## config.mk

```make
export PLATFORM = sky130hd
export DESIGN_NAME = servo_instruction_packet_framer_unit_flat
export DESIGN_NICKNAME = d
export VERILOG_FILES = /design/src/hw/rtl/sipf_pkg.sv /design/src/hw/rtl/sipf_item_if.sv /design/src/hw/rtl/sipf_tx_if.sv /design/src/hw/rtl/servo_instruction_packet_framer_unit.sv /design/src/hw/rtl/sipf_crc.sv /design/src/flat_wrapper.sv
export SDC_FILE = /design/constraint.sdc
export NUM_CORES = 1
export LEC_CHECK = 0
export BUFFER_PORTS_ARGS = -buffer_cell sky130_fd_sc_hd__buf_2
export CAP_MARGIN = 10
export CORE_MARGIN = 2
export CORE_UTILIZATION = 40
export CTS_CLUSTER_DIAMETER = 40
export DETAILED_ROUTE_END_ITERATION = 16
export SLEW_MARGIN = 10
export SYNTH_ARGS = -nofsm -noshare
export SYNTH_HDL_FRONTEND = slang
export SYNTH_SLANG_ARGS = --single-unit
```

## constraint.sdc

```tcl
create_clock -name clk -period 4.9 [get_ports clk]
set_clock_uncertainty 0.1 [all_clocks]
set_input_delay 0.245 -clock clk [delete_from_list [all_inputs] [get_ports clk]]
set_output_delay 0.245 -clock clk [all_outputs]
set_load 0.02 [all_outputs]
```

## src/hw/rtl/sipf_pkg.sv

```systemverilog
package sipf_pkg;

  // Largest parameter count a packet may carry
  localparam int MAX_PARAMS = 252;

  // Fixed header bytes and CRC polynomial
  localparam logic [7:0]  HDR_SYNC  = 8'hFF;
  localparam logic [7:0]  HDR_THIRD = 8'hFD;
  localparam logic [7:0]  HDR_RSVD  = 8'h00;
  localparam logic [15:0] CRC_POLY  = 16'h8005;

  // Byte positions of the sequencer, in wire order
  localparam int STEP_W = 4;
  localparam logic [STEP_W-1:0] STEP_SYNC0  = 4'd0;
  localparam logic [STEP_W-1:0] STEP_SYNC1  = 4'd1;
  localparam logic [STEP_W-1:0] STEP_THIRD  = 4'd2;
  localparam logic [STEP_W-1:0] STEP_RSVD   = 4'd3;
  localparam logic [STEP_W-1:0] STEP_ID     = 4'd4;
  localparam logic [STEP_W-1:0] STEP_LEN_LO = 4'd5;
  localparam logic [STEP_W-1:0] STEP_LEN_HI = 4'd6;
  localparam logic [STEP_W-1:0] STEP_INST   = 4'd7;
  localparam logic [STEP_W-1:0] STEP_PARAM  = 4'd8;
  localparam logic [STEP_W-1:0] STEP_CRC_LO = 4'd9;
  localparam logic [STEP_W-1:0] STEP_CRC_HI = 4'd10;

  // Control from the sequencer to the CRC accumulator
  typedef struct packed {
    logic feed;     // fold the byte in
    logic restart;  // start from zero with this byte
  } crc_ctl_t;

  // One byte into CRC-16, MSB first, no reflection
  function automatic logic [15:0] crc_feed(input logic [15:0] c, input logic [7:0] b);
    logic [15:0] r;
    r = c ^ {b, 8'h00};
    for (int k = 0; k < 8; k++) begin
      if (r[15]) begin
        r = {r[14:0], 1'b0} ^ CRC_POLY;
      end else begin
        r = {r[14:0], 1'b0};
      end
    end
    return r;
  endfunction

endpackage

```

## src/hw/rtl/sipf_item_if.sv

```systemverilog
interface sipf_item_if;
  logic       valid;
  logic       ready;
  logic [7:0] servo_id;
  logic [7:0] instruction_code;
  logic [7:0] param_count;
  logic [7:0] param_byte;

  modport source (output valid, servo_id, instruction_code, param_count, param_byte,
                  input ready);
  modport sink (input valid, servo_id, instruction_code, param_count, param_byte,
                output ready);
endinterface

```

## src/hw/rtl/sipf_tx_if.sv

```systemverilog
interface sipf_tx_if;
  logic       valid;
  logic       ready;
  logic [7:0] tx_byte;
  logic       end_of_packet;
  logic       end_of_run;

  modport source (output valid, tx_byte, end_of_packet, end_of_run, input ready);
  modport sink (input valid, tx_byte, end_of_packet, end_of_run, output ready);
endinterface

```

## src/hw/rtl/servo_instruction_packet_framer_unit.sv

```systemverilog
// Instruction packet framer: turns requests into the byte stream of a servo-bus
// packet (header FF FF FD 00, id, length, instruction, parameters, CRC-16 with
// polynomial 0x8005 and initial value 0, low byte first). The first request of a
// packet carries id, instruction and count (clamped to MAX_PARAMS) and yields 8
// header bytes, its parameter byte when the count is not zero, and the CRC pair
// when the packet ends there. Each later request yields one parameter byte, plus
// the CRC pair on the last one. One byte leaves per cycle through the output
// register while tx is ready; the sequencer takes the next request in the cycle
// its current request's last byte moves into that register, so a stream of
// parameter requests runs at one per cycle unless tx stalls.
module servo_instruction_packet_framer_unit #(
  parameter int MAX_PARAMS = sipf_pkg::MAX_PARAMS
) (
  input  logic        clk,
  input  logic        rst,
  sipf_item_if.sink   item,
  sipf_tx_if.source   tx
);

  localparam logic [7:0] MaxCnt = 8'(MAX_PARAMS);

  // Packet state
  logic        in_packet;
  logic [7:0]  params_left;

  // Held request
  logic                        busy;
  logic [sipf_pkg::STEP_W-1:0] step;
  logic [7:0]                  id_q;
  logic [7:0]                  inst_q;
  logic [7:0]                  len_q;
  logic [7:0]                  pb_q;
  logic                        has_param_q;
  logic                        ends_q;

  // Output register
  logic       ov;
  logic [7:0] tx_q;
  logic       eop_q;
  logic       eor_q;

  logic [15:0] crc;
  sipf_pkg::crc_ctl_t crc_ctl;

  logic                        advance;
  logic                        last;
  logic                        accept;
  logic [7:0]                  cnt_c;
  logic                        has_param_new;
  logic [7:0]                  left_new;
  logic [sipf_pkg::STEP_W-1:0] start_new;
  logic [sipf_pkg::STEP_W-1:0] step_next;
  logic [7:0]                  byte_sel;

  // Handshake
  assign advance    = busy && (!ov || tx.ready);
  assign item.ready = !busy || (advance && last);
  assign accept     = item.valid && item.ready;

  // Decode the request against the packet state
  always_comb begin
    cnt_c = (item.param_count > MaxCnt) ? MaxCnt : item.param_count;
    if (!in_packet) begin
      has_param_new = (cnt_c != 8'd0);
      left_new      = has_param_new ? cnt_c - 8'd1 : 8'd0;
      start_new     = sipf_pkg::STEP_SYNC0;
    end else begin
      has_param_new = 1'b1;
      left_new      = (params_left != 8'd0) ? params_left - 8'd1 : 8'd0;
      start_new     = sipf_pkg::STEP_PARAM;
    end
  end

  // Pick the byte of the current step
  always_comb begin
    case (step)
      sipf_pkg::STEP_SYNC0:  byte_sel = sipf_pkg::HDR_SYNC;
      sipf_pkg::STEP_SYNC1:  byte_sel = sipf_pkg::HDR_SYNC;
      sipf_pkg::STEP_THIRD:  byte_sel = sipf_pkg::HDR_THIRD;
      sipf_pkg::STEP_RSVD:   byte_sel = sipf_pkg::HDR_RSVD;
      sipf_pkg::STEP_ID:     byte_sel = id_q;
      sipf_pkg::STEP_LEN_LO: byte_sel = len_q;
      sipf_pkg::STEP_LEN_HI: byte_sel = 8'h00;
      sipf_pkg::STEP_INST:   byte_sel = inst_q;
      sipf_pkg::STEP_PARAM:  byte_sel = pb_q;
      sipf_pkg::STEP_CRC_LO: byte_sel = crc[7:0];
      sipf_pkg::STEP_CRC_HI: byte_sel = crc[15:8];
      default:               byte_sel = 8'h00;
    endcase
  end

  // Next step and end of the request
  always_comb begin
    last      = (step == sipf_pkg::STEP_CRC_HI) || (step == sipf_pkg::STEP_PARAM && !ends_q);
    step_next = step + 4'd1;
    if (step == sipf_pkg::STEP_INST && !has_param_q) begin
      step_next = sipf_pkg::STEP_CRC_LO;
    end
  end

  // Feed header and parameter bytes into the CRC
  always_comb begin
    crc_ctl.feed    = advance && (step <= sipf_pkg::STEP_PARAM);
    crc_ctl.restart = (step == sipf_pkg::STEP_SYNC0);
  end

  sipf_crc u_crc (
    .clk  (clk),
    .rst  (rst),
    .ctl  (crc_ctl),
    .data (byte_sel),
    .crc  (crc)
  );

  // Control state
  always_ff @(posedge clk) begin
    if (rst) begin
      in_packet   <= 1'b0;
      params_left <= 8'd0;
      busy        <= 1'b0;
      step        <= sipf_pkg::STEP_SYNC0;
      ov          <= 1'b0;
    end else begin
      if (accept) begin
        in_packet   <= (left_new != 8'd0);
        params_left <= left_new;
        busy        <= 1'b1;
        step        <= start_new;
      end else if (advance) begin
        if (last) begin
          busy <= 1'b0;
        end else begin
          step <= step_next;
        end
      end
      if (advance) begin
        ov <= 1'b1;
      end else if (tx.ready) begin
        ov <= 1'b0;
      end
    end
  end

  // Hold the request payload
  always_ff @(posedge clk) begin
    if (accept) begin
      id_q        <= item.servo_id;
      inst_q      <= item.instruction_code;
      len_q       <= cnt_c + 8'd3;
      pb_q        <= item.param_byte;
      has_param_q <= has_param_new;
      ends_q      <= (left_new == 8'd0);
    end
  end

  // Load the output byte
  always_ff @(posedge clk) begin
    if (advance) begin
      tx_q  <= byte_sel;
      eop_q <= (step == sipf_pkg::STEP_CRC_HI);
      eor_q <= last;
    end
  end

  assign tx.valid         = ov;
  assign tx.tx_byte       = tx_q;
  assign tx.end_of_packet = eop_q;
  assign tx.end_of_run    = eor_q;

endmodule

```

## src/hw/rtl/sipf_crc.sv

```systemverilog
module sipf_crc (
  input  logic               clk,
  input  logic               rst,
  input  sipf_pkg::crc_ctl_t ctl,
  input  logic [7:0]         data,
  output logic [15:0]        crc
);

  logic [15:0] crc_next;

  // Fold in the byte whenever feed is set; restart on the first header byte
  always_comb begin
    crc_next = crc;
    if (ctl.feed) begin
      crc_next = sipf_pkg::crc_feed(ctl.restart ? 16'h0000 : crc, data);
    end
  end

  always_ff @(posedge clk) begin
    if (rst) begin
      crc <= 16'h0000;
    end else begin
      crc <= crc_next;
    end
  end

endmodule

```

## src/flat_wrapper.sv

```systemverilog
// flat-port wrapper written by rule: the top's interface ports become plain ports
module servo_instruction_packet_framer_unit_flat 
#(
  parameter int MAX_PARAMS = sipf_pkg::MAX_PARAMS
)
  (clk, rst, item_valid, item_servo_id, item_instruction_code, item_param_count, item_param_byte, item_ready, tx_valid, tx_tx_byte, tx_end_of_packet, tx_end_of_run, tx_ready);
  sipf_item_if item_i ();
  sipf_tx_if tx_i ();
  input  logic clk;
  input  logic rst;
  input wire logic [$bits(item_i.valid)-1:0] item_valid;
  input wire logic [$bits(item_i.servo_id)-1:0] item_servo_id;
  input wire logic [$bits(item_i.instruction_code)-1:0] item_instruction_code;
  input wire logic [$bits(item_i.param_count)-1:0] item_param_count;
  input wire logic [$bits(item_i.param_byte)-1:0] item_param_byte;
  output wire logic [$bits(item_i.ready)-1:0] item_ready;
  output wire logic [$bits(tx_i.valid)-1:0] tx_valid;
  output wire logic [$bits(tx_i.tx_byte)-1:0] tx_tx_byte;
  output wire logic [$bits(tx_i.end_of_packet)-1:0] tx_end_of_packet;
  output wire logic [$bits(tx_i.end_of_run)-1:0] tx_end_of_run;
  input wire logic [$bits(tx_i.ready)-1:0] tx_ready;
  assign item_i.valid = item_valid;
  assign item_i.servo_id = item_servo_id;
  assign item_i.instruction_code = item_instruction_code;
  assign item_i.param_count = item_param_count;
  assign item_i.param_byte = item_param_byte;
  assign item_ready = item_i.ready;
  assign tx_valid = tx_i.valid;
  assign tx_tx_byte = tx_i.tx_byte;
  assign tx_end_of_packet = tx_i.end_of_packet;
  assign tx_end_of_run = tx_i.end_of_run;
  assign tx_i.ready = tx_ready;
  servo_instruction_packet_framer_unit #(.MAX_PARAMS(MAX_PARAMS)) u_core (.clk(clk), .rst(rst), .item(item_i), .tx(tx_i));
endmodule
```

== After elaboration in Yosys (flattened, before gate mapping) ==
Index checks and enable logic that the tools add are counted.
Widths: inputs -> output; s select.

* Output and inout bits: 12
* Register bits after elaboration: 75
* Word-level logic and storage cells: 94
* Input bits: 36

* Add/sub/neg operators: 4
* Bitwise logic cells: 9
* Reductions and logical operators: 24
* Mux-type cells: 31
* Magnitude comparators: 2
* Eq/ne operators: 9

{| class="wikitable"
|+ Operators with widths
! operator !! count
|-
| $mux 16 || 16
|-
| $pmux 8 s8 || 1
|-
| $mux 8 || 4
|-
| $not 3->3 || 8
|-
| $reduce_bool 8->1 || 3
|-
| $mux 4 || 5
|-
| $sub 8x1->8 const B || 2
|-
| $xor 16x16->16 || 1
|-
| $eq 4x3->1 const B || 3
|-
| $eq 4x4->1 const B || 3
|-
| $add 8x2->8 const B || 1
|-
| $gt 8x8->1 const B || 1
|-
| $logic_not 8->1 || 1
|-
| $logic_and 1x1->1 || 6
|-
| $reduce_bool 2->1 || 3
|-
| $mux 1 || 5
|-
| $add 4x1->4 const B || 1
|-
| $eq 4x1->1 const B || 1
|-
| $eq 4x2->1 const B || 1
|-
| $le 4x4->1 const B || 1
|-
| $logic_not 1->1 || 4
|-
| $logic_not 4->1 || 1
|-
| $reduce_and 2->1 || 2
|-
| $logic_or 1x1->1 || 3
|-
| 2 further kinds || 2
|}

== Logic depth before layout (Yosys ltp) ==
Gate-level depths: netlist of the first run.

* Word-level depth: 27
* Mapped depth: 13
* Depth with buffers taken out: 12

== By module ==
Synthesis of the first run repeated with hierarchy kept, for this count alone.

* Cells, all modules: 387
* Area total of the unflattened synthesis: 3976.3 um^2

{| class="wikitable"
|+ By module, submodules not included
! module !! times used !! area an instance (um^2) !! cells each !! sequential area each (um^2)
|-
| servo_instruction_packet_framer_unit || 1 || 3029.2 || 272 || 1621.6
|-
| sipf_crc || 1 || 947.2 || 115 || 320.3
|}

== Worst setup path before layout of the first run ==
No wires, ideal clock.

* Path type: register to register
* Start point: register u_core.step[0] (netlist bit)
* End point: register u_core.ends_q, enable pin
* Setup slack: 0.932 ns
* Stages on the path, launching flop included: 11
* Clock period less this slack: 3.968 ns
* Library setup time: 0.412 ns
* Data required time: 4.388 ns
* Path buffers: 3
* Arrival: 3.456 ns
* Cells stage by stage: dfxtp_1 -> inv_1 -> ha_1 -> buf_6 -> buf_2 -> nor2b_1 -> o21ai_0 -> o21ai_0 -> nand2_1 -> clkinv_1 -> clkbuf_1

* Word-level cells in the longest chain between the ends: 6
* Elaborated cells on any way between the ends: 7
* Classes of those cells: eq/ne (2); reduce/logical (5)

{| class="wikitable"
|+ Ends and longest elaborated chain
! item !! RTL line !! text
|-
| start: declaration || servo_instruction_packet_framer_unit.sv:28 || <nowiki>logic [sipf_pkg::STEP_W-1:0] step;</nowiki>
|-
| start signal: assignment || servo_instruction_packet_framer_unit.sv:121 || <nowiki>step <= sipf_pkg::STEP_SYNC0;</nowiki>
|-
| start signal: assignment || servo_instruction_packet_framer_unit.sv:128 || <nowiki>step <= start_new;</nowiki>
|-
| start signal: assignment || servo_instruction_packet_framer_unit.sv:133 || <nowiki>step <= step_next;</nowiki>
|-
| $eq 4x4->1 || servo_instruction_packet_framer_unit.sv:94 || <nowiki>last = (step == sipf_pkg::STEP_CRC_HI) || (step == sipf_pkg::STEP_PARAM && !ends_q);</nowiki>
|-
| $logic_and 1x1->1 || servo_instruction_packet_framer_unit.sv:94 ||
|-
| $logic_or 1x1->1 * || servo_instruction_packet_framer_unit.sv:94 ||
|-
| $logic_and 1x1->1 * || servo_instruction_packet_framer_unit.sv:57 || <nowiki>assign item.ready = !busy || (advance && last);</nowiki>
|-
| $logic_or 1x1->1 * || servo_instruction_packet_framer_unit.sv:57 ||
|-
| via item_ready || flat_wrapper.sv:16 || <nowiki>output wire logic [$bits(item_i.ready)-1:0] item_ready;</nowiki>
|-
| $logic_and 1x1->1 * || servo_instruction_packet_framer_unit.sv:58 || <nowiki>assign accept = item.valid && item.ready;</nowiki>
|-
| via u_core.accept || servo_instruction_packet_framer_unit.sv:47 || <nowiki>logic accept;</nowiki>
|-
| end signal: assignment || servo_instruction_packet_framer_unit.sv:152 || <nowiki>ends_q <= (left_new == 8'd0);</nowiki>
|-
| end: declaration || servo_instruction_packet_framer_unit.sv:34 || <nowiki>logic ends_q;</nowiki>
|}

Mark *: on every way through the listed nets, which the timed path passes. The rest lies on a longest branch.
A chain may end at the register's enable or synchronous reset.

== Final worst setup path of the first run ==
* Start point: register u_core.step[1] (netlist bit)
* End point: register u_core.u_crc.crc[15]

* Word-level cells in the longest chain between the ends: 20
* Elaborated cells on any way between the ends: 38
* Classes of those cells: order compare (1); eq/ne (8); mux (17); bitwise (9); reduce/logical (3)

{| class="wikitable"
|+ Ends and longest elaborated chain
! item !! RTL line !! text
|-
| $eq 4x1->1 / $logic_not 4->1 (equally long branches) || servo_instruction_packet_framer_unit.sv:76, servo_instruction_packet_framer_unit.sv:104 ||
|-
| $reduce_or 2->1 (no line) || - ||
|-
| $pmux 8 s8 || servo_instruction_packet_framer_unit.sv:76 || <nowiki>case (step)</nowiki>
|-
| $xor 16x16->16 || sipf_pkg.sv:35 || <nowiki>r = c ^ {b, 8'h00};</nowiki>
|-
| $mux 16 / $not 3->3 (equally long branches) || - ||
|-
| $mux 16 (on tied branches) || sipf_crc.sv:14, sipf_pkg.sv:37 ||
|-
| $mux 16, or another cell as far along || sipf_pkg.sv:37 || <nowiki>if (r[15]) begin</nowiki>
|-
| $mux 16 (on tied branches) || sipf_crc.sv:14, sipf_pkg.sv:37 ||
|-
| (+4 left out) || - ||
|-
| $mux 16, or another cell as far along || sipf_pkg.sv:37 ||
|-
| $mux 16 (on tied branches) || sipf_crc.sv:14, sipf_pkg.sv:37 ||
|-
| $mux 16, or another cell as far along || sipf_pkg.sv:37 ||
|-
| $mux 16 (on tied branches) || sipf_crc.sv:14, sipf_pkg.sv:37 ||
|-
| $not 3->3 (no line) / $mux 16 (equally long branches) || - ||
|-
| $mux 16 || sipf_pkg.sv:37 ||
|-
| $mux 16 || sipf_crc.sv:14 || <nowiki>if (ctl.feed) begin</nowiki>
|-
| $mux 16 || sipf_pkg.sv:37 ||
|-
| end signal: assignment || sipf_crc.sv:23 || <nowiki>crc <= crc_next;</nowiki>
|-
| end: declaration || sipf_crc.sv:6 || <nowiki>output logic [15:0] crc</nowiki>
|}

Several ways; a longest one is shown, not always the timed one. The select of a mux whose other input is x is not followed.

==> results.ini, run 1 <==
[yosys]
yosysWarnings=0
async_flop_share_pct=0
ys_seq_area_share_pct=49.8
yosys_most_used_dff=edfxtp_1
avgSynthCellArea_sq_um=10.3
syn_nets=423
syn-cell-area_sq_um=3900
ys_ff_latch=75
synthCells=380
synth_edf_count=44
synth.distinct_cells=61

[detailed_routing]
vias_per_cell=5.09
drt-initial-drc-count=153
vias=2950
ant_nets=0
dr.pass1.iters=5
wl_per_cell_um=14.7
route.detailed.drc=0
finalWirelength_mm=8.54

[setup_path]
start_kind=flop
critical_path_required_ns=5.07
crit_arrival_ns=3.76
max_stage_delay_ns=0.53
rrSetupSlack_ns=1.30
critPathTopFamily=XOR/XNOR gates
crit_fanout=20
cp_cell_sequence=inv_1 > ha_1 > nor3_2 > o21ai_0 > a221oi_2 > xnor3_1 > xor2_2 > xnor2_2 > xor3_1 > a211oi_2
crit_type=reg -> reg
crit_path_top_delay_cell=xnor3_1
crit_buf_inv=1
end_kind=flop

[cells_and_area]
final_nets=485
fin_area_sq_um=4650
drive_gt1_share_pct=17.4
area_growth_syn_to_layout_pct=19.3
num-fill-cells=917
layout_common_cells=buf_2, nor2_1, edfxtp_1, nand2_1, dfxtp_1
layout_commonest_cell=buf_2
diodes=0

[cts]
htree_num_levels=3
cts-root-buf=clkbuf_8
clk_latency_ns=0.35
numClockSinks=75
path_clk_slew_ns=0.08
clockBufferDepth=2
cts-resized-gates=0
cts_buffers=9
cts_tree=yes
ctsHoldBuffers=24
post-cts-setup-buffers=0

[power]
vdd_ir_drop_max_mv=0.180
power_density_nw_per_um2=335
p_total_mw=1.56
leakagePower_nw=1.71

[timing]
timing_hold_violations_final=0
drv_slew=0
setup_tns_ns=0
fin_crit_ns=3.60
rsz0062_at_grt=no
maxSlewHeadroom_pct=46.1
hold-worst-slack_ns=0.0336
finalSetupViolCount=0
fin_crit_sh_pct=73.4
fmax_mhz=278
tightest_slew_ns=0.809

[global_route]
overflow=0
grt_pass1_wl_mm=13.7
antenna_found_initial=0
grt_max_degree=52
grt_pass1_vias=2866
grt_usage_pct=17.1

[place]
placed_cell_area_sq_um=4200
dp_hpwl_mm=5.99
io_buffers=47
gp_congestion=0.872

[die]
placementRows=36
start_util_pct=40.6
ioPinCount=48
die-area_sq_um=10600
core-area_sq_um=9590
fp.dieW_um=103
die_y_um=103

[job]
maxCapViolCount=0

[worst_hold_path]
min_path_type=in -> reg

[status]
status=finished, final reports clean

## routing by layer
metal  GRT usage, %  share of wire (%)
met5              0                  0
met4           7.28                2.2
met3           3.12                3.8
met2           28.4                 48
met1           21.8                 46
## worst paths after layout
path,startpoint,endpoint,cells past startpoint
max,u_core.step[1]$_SDFFE_PP0P_,u_core.u_crc.crc[15]$_SDFFE_PP0P_,10
min,item_valid,u_core.busy$_SDFFE_PP0P_,3
max reg2reg,u_core.step[1]$_SDFFE_PP0P_,u_core.u_crc.crc[15]$_SDFFE_PP0P_,10
min reg2reg,u_core.busy$_SDFFE_PP0P_,u_core.tx.valid$_SDFFE_PP0P_,2
## cell usage after synthesis, types with 2 or more instances
master | n | area [sq um]
mux2i_1 | 6 | 60.1
inv_1 | 19 | 71.3
buf_2 | 5 | 25.0
nor4_1 | 2 | 12.5
clkbuf_1 | 13 | 48.8
xnor2_1 | 17 | 149
dfxtp_1 | 31 | 621
a211oi_2 | 2 | 25.0
o21ai_0 | 9 | 45.0
xor2_1 | 11 | 96.3
ha_1 | 7 | 87.6
a211oi_1 | 12 | 90.1
nor3_1 | 9 | 45.0
nor2_1 | 44 | 165
a222oi_1 | 6 | 60.1
xor3_1 | 2 | 47.6
a21oi_1 | 18 | 90.1
a221oi_1 | 3 | 26.3
nor2b_1 | 7 | 43.8
o2bb2ai_1 | 2 | 17.5
nand2b_1 | 4 | 25.0
nand3_1 | 10 | 50.1
buf_6 | 3 | 33.8
a22oi_1 | 9 | 67.6
o21ai_1 | 2 | 10.0
o22ai_1 | 3 | 18.8
nand4_1 | 2 | 12.5
nand2_1 | 42 | 158
xnor2_2 | 2 | 32.5
or3_1 | 3 | 18.8
a21oi_2 | 2 | 17.5
edfxtp_1 | 44 | 1320
## through the flow
stage | instances | setup slack [ns] | utilization [%]
3_5_place_dp | 540 | 1.32 | 43.8
3_3_place_gp | 540 | 1.45 | 43.8
4_1_cts | 580 | 1.29 | 48.5
6_report | 580 | 1.30 | 48.5
2_1_floorplan | 380 | 0.932 | -
5_1_grt | 580 | 0.943 | 48.5
## cell families after synthesis
logic type,count (synthesis),synth area share (%)
simple gates,132,15.4
compound gates,81,15.3
flops,75,49.8
buf+inv,42,4.78
xor+xnor,36,10.7
mux,7,1.83
fa+ha+maj,7,2.25
## worst register-to-register path, cell delays in order, from the launching register on
cell	delay [ns]
dfxtp_1	0.43
inv_1	0.09
ha_1	0.45
nor3_2	0.36
o21ai_0	0.14
a221oi_2	0.39
xnor3_1	0.53
xor2_2	0.18
xnor2_2	0.26
xor3_1	0.38
a211oi_2	0.22
## where the power goes
group | switching (mW) | internal [mW]
logic | 0.165 | 0.143
registers | 0.0300 | 0.714
clock network | 0.224 | 0.283
## final cells by class
type / instances / area (sq um) / share of cell area [%]
tap: 133 / 166 / 3.58
timing repair buffer: 73 / 490 / 10.5
clock buffer: 10 / 128 / 2.74
multi-input combinational: 263 / 1770 / 38.1
inverter: 20 / 75.1 / 1.61
sequential: 75 / 1940 / 41.7
clock inverter: 6 / 80.1 / 1.72
## flip-flops by register name (all words and copies together) (netlist names), 4 cells and up
signal and flops:
u_core.tx.tx_byte 8, u_core.pb_q 8, u_core.params_left 8, u_core.id_q 8, u_core.len_q 8, u_core.step 4
u_core.u_crc.crc 16, u_core.inst_q 8
No activity file was read; power rests on OpenSTA's default activity.
==> run 2: changes to the inputs <==
clock period = 3.7 ns   (was 4.9 ns; I/O delays follow)
==> results.ini, run 2 (synthesis gave the netlist of run 1 again) <==
[global_route]
grt_pass1_wl_mm=14.3  ; +4.4%
grt_max_degree=52  ; unchanged
grt_usage_pct=17.9  ; +0.83 points
antenna_found_initial=0  ; unchanged
grt_pass1_vias=2969  ; +3.6%
overflow=0  ; unchanged

[timing]
timing_hold_violations_final=0  ; unchanged
finalSetupViolCount=0  ; unchanged
drv_slew=0  ; unchanged
fin_crit_sh_pct=90.4  ; +17 points
fmax_mhz=299  ; +7.6%
setup_tns_ns=0  ; unchanged
rsz0062_at_grt=no
maxSlewHeadroom_pct=58.8  ; +13 points
fin_crit_ns=3.34  ; -0.255 ns
tightest_slew_ns=0.613  ; -0.196 ns

[setup_path]
crit_start=u_core.step[0]$_SDFFE_PP0P_
rr_worst_depth=10  ; unchanged
end_kind=flop
rr_startpoint=u_core.step[0]$_SDFFE_PP0P_
start_kind=flop
critPathTopFamily=XOR/XNOR gates
crit_buf_inv=1  ; unchanged
crit_path_top_delay_cell=xnor3_1
crit_type=reg -> reg
crit_fanout=10  ; -50%
cp_cell_sequence=inv_1 > ha_1 > nor3_2 > o21ai_0 > a221oi_2 > xnor3_1 > xor2_2 > xnor2_2 > xor3_1 > a211oi_2
rrSetupSlack_ns=0.36  ; -0.95 ns
critical_path_required_ns=3.87  ; -1.20 ns
max_stage_delay_ns=0.52  ; about the same
crit_arrival_ns=3.51  ; -0.25 ns
r2r_end=u_core.u_crc.crc[15]$_SDFFE_PP0P_

[die]
fp.dieW_um=103  ; unchanged
core-area_sq_um=9590  ; unchanged
die-area_sq_um=10600  ; unchanged
die_y_um=103  ; unchanged
ioPinCount=48  ; unchanged
placementRows=36  ; unchanged
start_util_pct=40.6  ; unchanged

[worst_hold_path]
holdPathStages=4  ; +1
whs_endpoint=u_core.tx.valid$_SDFFE_PP0P_
min_path_type=in -> reg
worstHoldStart=tx_ready

[cells_and_area]
largest_reg_flops=16  ; unchanged
drive_gt1_share_pct=18.3  ; +0.87 points
layout_commonest_cell=buf_2
final_nets=491  ; +1.2%
area_growth_syn_to_layout_pct=19.7
num-fill-cells=887  ; -3.3%
diodes=0  ; unchanged
fin_area_sq_um=4670  ; +0.30%
layout_common_cells=buf_2, nor2_1, edfxtp_1, nand2_1, dfxtp_1
largest_register=u_core.u_crc.crc

[place]
io_buffers=47  ; unchanged
gp_congestion=0.893  ; +2.4%
placed_cell_area_sq_um=4250  ; +1.2%
dp_hpwl_mm=6.31  ; +5.3%

[detailed_routing]
drt-initial-drc-count=164  ; +7.2%
finalWirelength_mm=8.85  ; +3.6%
route.detailed.drc=0  ; unchanged
ant_nets=0  ; unchanged
vias_per_cell=5.13  ; +0.85%
vias=3006  ; +1.9%
dr.pass1.iters=6  ; +1
wl_per_cell_um=15.1  ; +2.6%

[cts]
clockBufferDepth=2  ; unchanged
cts_tree=yes
path_clk_slew_ns=0.07  ; about the same
cts_buffers=9  ; unchanged
htree_num_levels=3  ; unchanged
cts-root-buf=clkbuf_8
post-cts-setup-buffers=0  ; unchanged
numClockSinks=75  ; unchanged
clk_latency_ns=0.34  ; about the same
cts-resized-gates=0  ; unchanged

[job]
maxCapViolCount=0  ; unchanged

[status]
status=finished, final reports clean

[power]
vdd_ir_drop_max_mv=0.223  ; +24%
power_density_nw_per_um2=415  ; +24%
leakagePower_nw=1.72  ; +0.75%

[run 2: cell types whose count changed in the layout (fill, tap and decap cells not counted)]
cell / change
dlygate4sd3_1: +1
buf_4: +4
clkinv_4: +1
bufinv_16: -2
buf_12: +1
clkinv_2: +1
clkbuf_1: +1
clkinv_1: -1
[run 2: repair_timing]
item | in CTS | in global routing
hold buffers | 25 | 0
endpoints found under the setup margin | 0 | 0
endpoints found under the hold margin | 25 | 0
[run 2: routing by layer]
layer,global-route usage [%],vias to the layer above,routed length (um)
li1,-,1499,-
met1,21.8,1417,3800
met2,30.7,76,4470
met4,5.85,0,150
met3,4.88,14,430
met5,0,-,0
[run 2: cell type report]
| type | instances | area [sq um] | area share [%] |
|---|---|---|---|
| clock buffers | 11 | 131 | 2.82 |
| repair buffers | 79 | 551 | 11.8 |
| clock inverters | 5 | 30.0 | 0.644 |
| flip-flops and latches | 75 | 1940 | 41.6 |
| inverters | 20 | 75.1 | 1.61 |
| multi-input cells | 263 | 1770 | 37.9 |
| well taps | 133 | 166 | 3.57 |
[run 2: power breakdown]
group	total (mW)	switching (mW)	internal (mW)
clock network	0.530	0.290	0.240
registers	0.985	0.0401	0.945
logic	0.420	0.223	0.197
[run 2: per-stage QoR]
| stage | hold slack (ns) | total power, mW | setup WS [ns] | util (%) | std cells |
|---|---|---|---|---|---|
| 5_1_grt | 0.0815 | 2.03 | 0.154 | 48.6 | 586 |
| 2_1_floorplan | 0.175 | 1.30 | 0.318 | - | 380 |
| 3_5_place_dp | 0.263 | 1.40 | 0.407 | 44.3 | 545 |
| 6_report | 0.0298 | 1.93 | 0.357 | 48.6 | 586 |
| 4_1_cts | 0.0143 | 1.95 | 0.363 | 48.6 | 586 |
| 3_3_place_gp | 0.263 | 1.40 | 0.465 | 44.3 | 545 |
[run 2: worst max-delay path by stage]
stage                                              endpoint  depth (start not counted)
after floorplan                     u_core.ends_q$_DFFE_PP_                         10
after global placement    u_core.u_crc.crc[15]$_SDFFE_PP0P_                         10
after detailed placement  u_core.u_crc.crc[15]$_SDFFE_PP0P_                         10
after CTS                 u_core.u_crc.crc[15]$_SDFFE_PP0P_                         10
after global routing      u_core.u_crc.crc[15]$_SDFFE_PP0P_                         10
final                     u_core.u_crc.crc[15]$_SDFFE_PP0P_                         10
[run 2: tightest hold or removal path, delay by kind of cell]
family,cells,cell delay (ns)
buffers and inverters,1,0.07
AND/OR/NAND/NOR,3,0.17
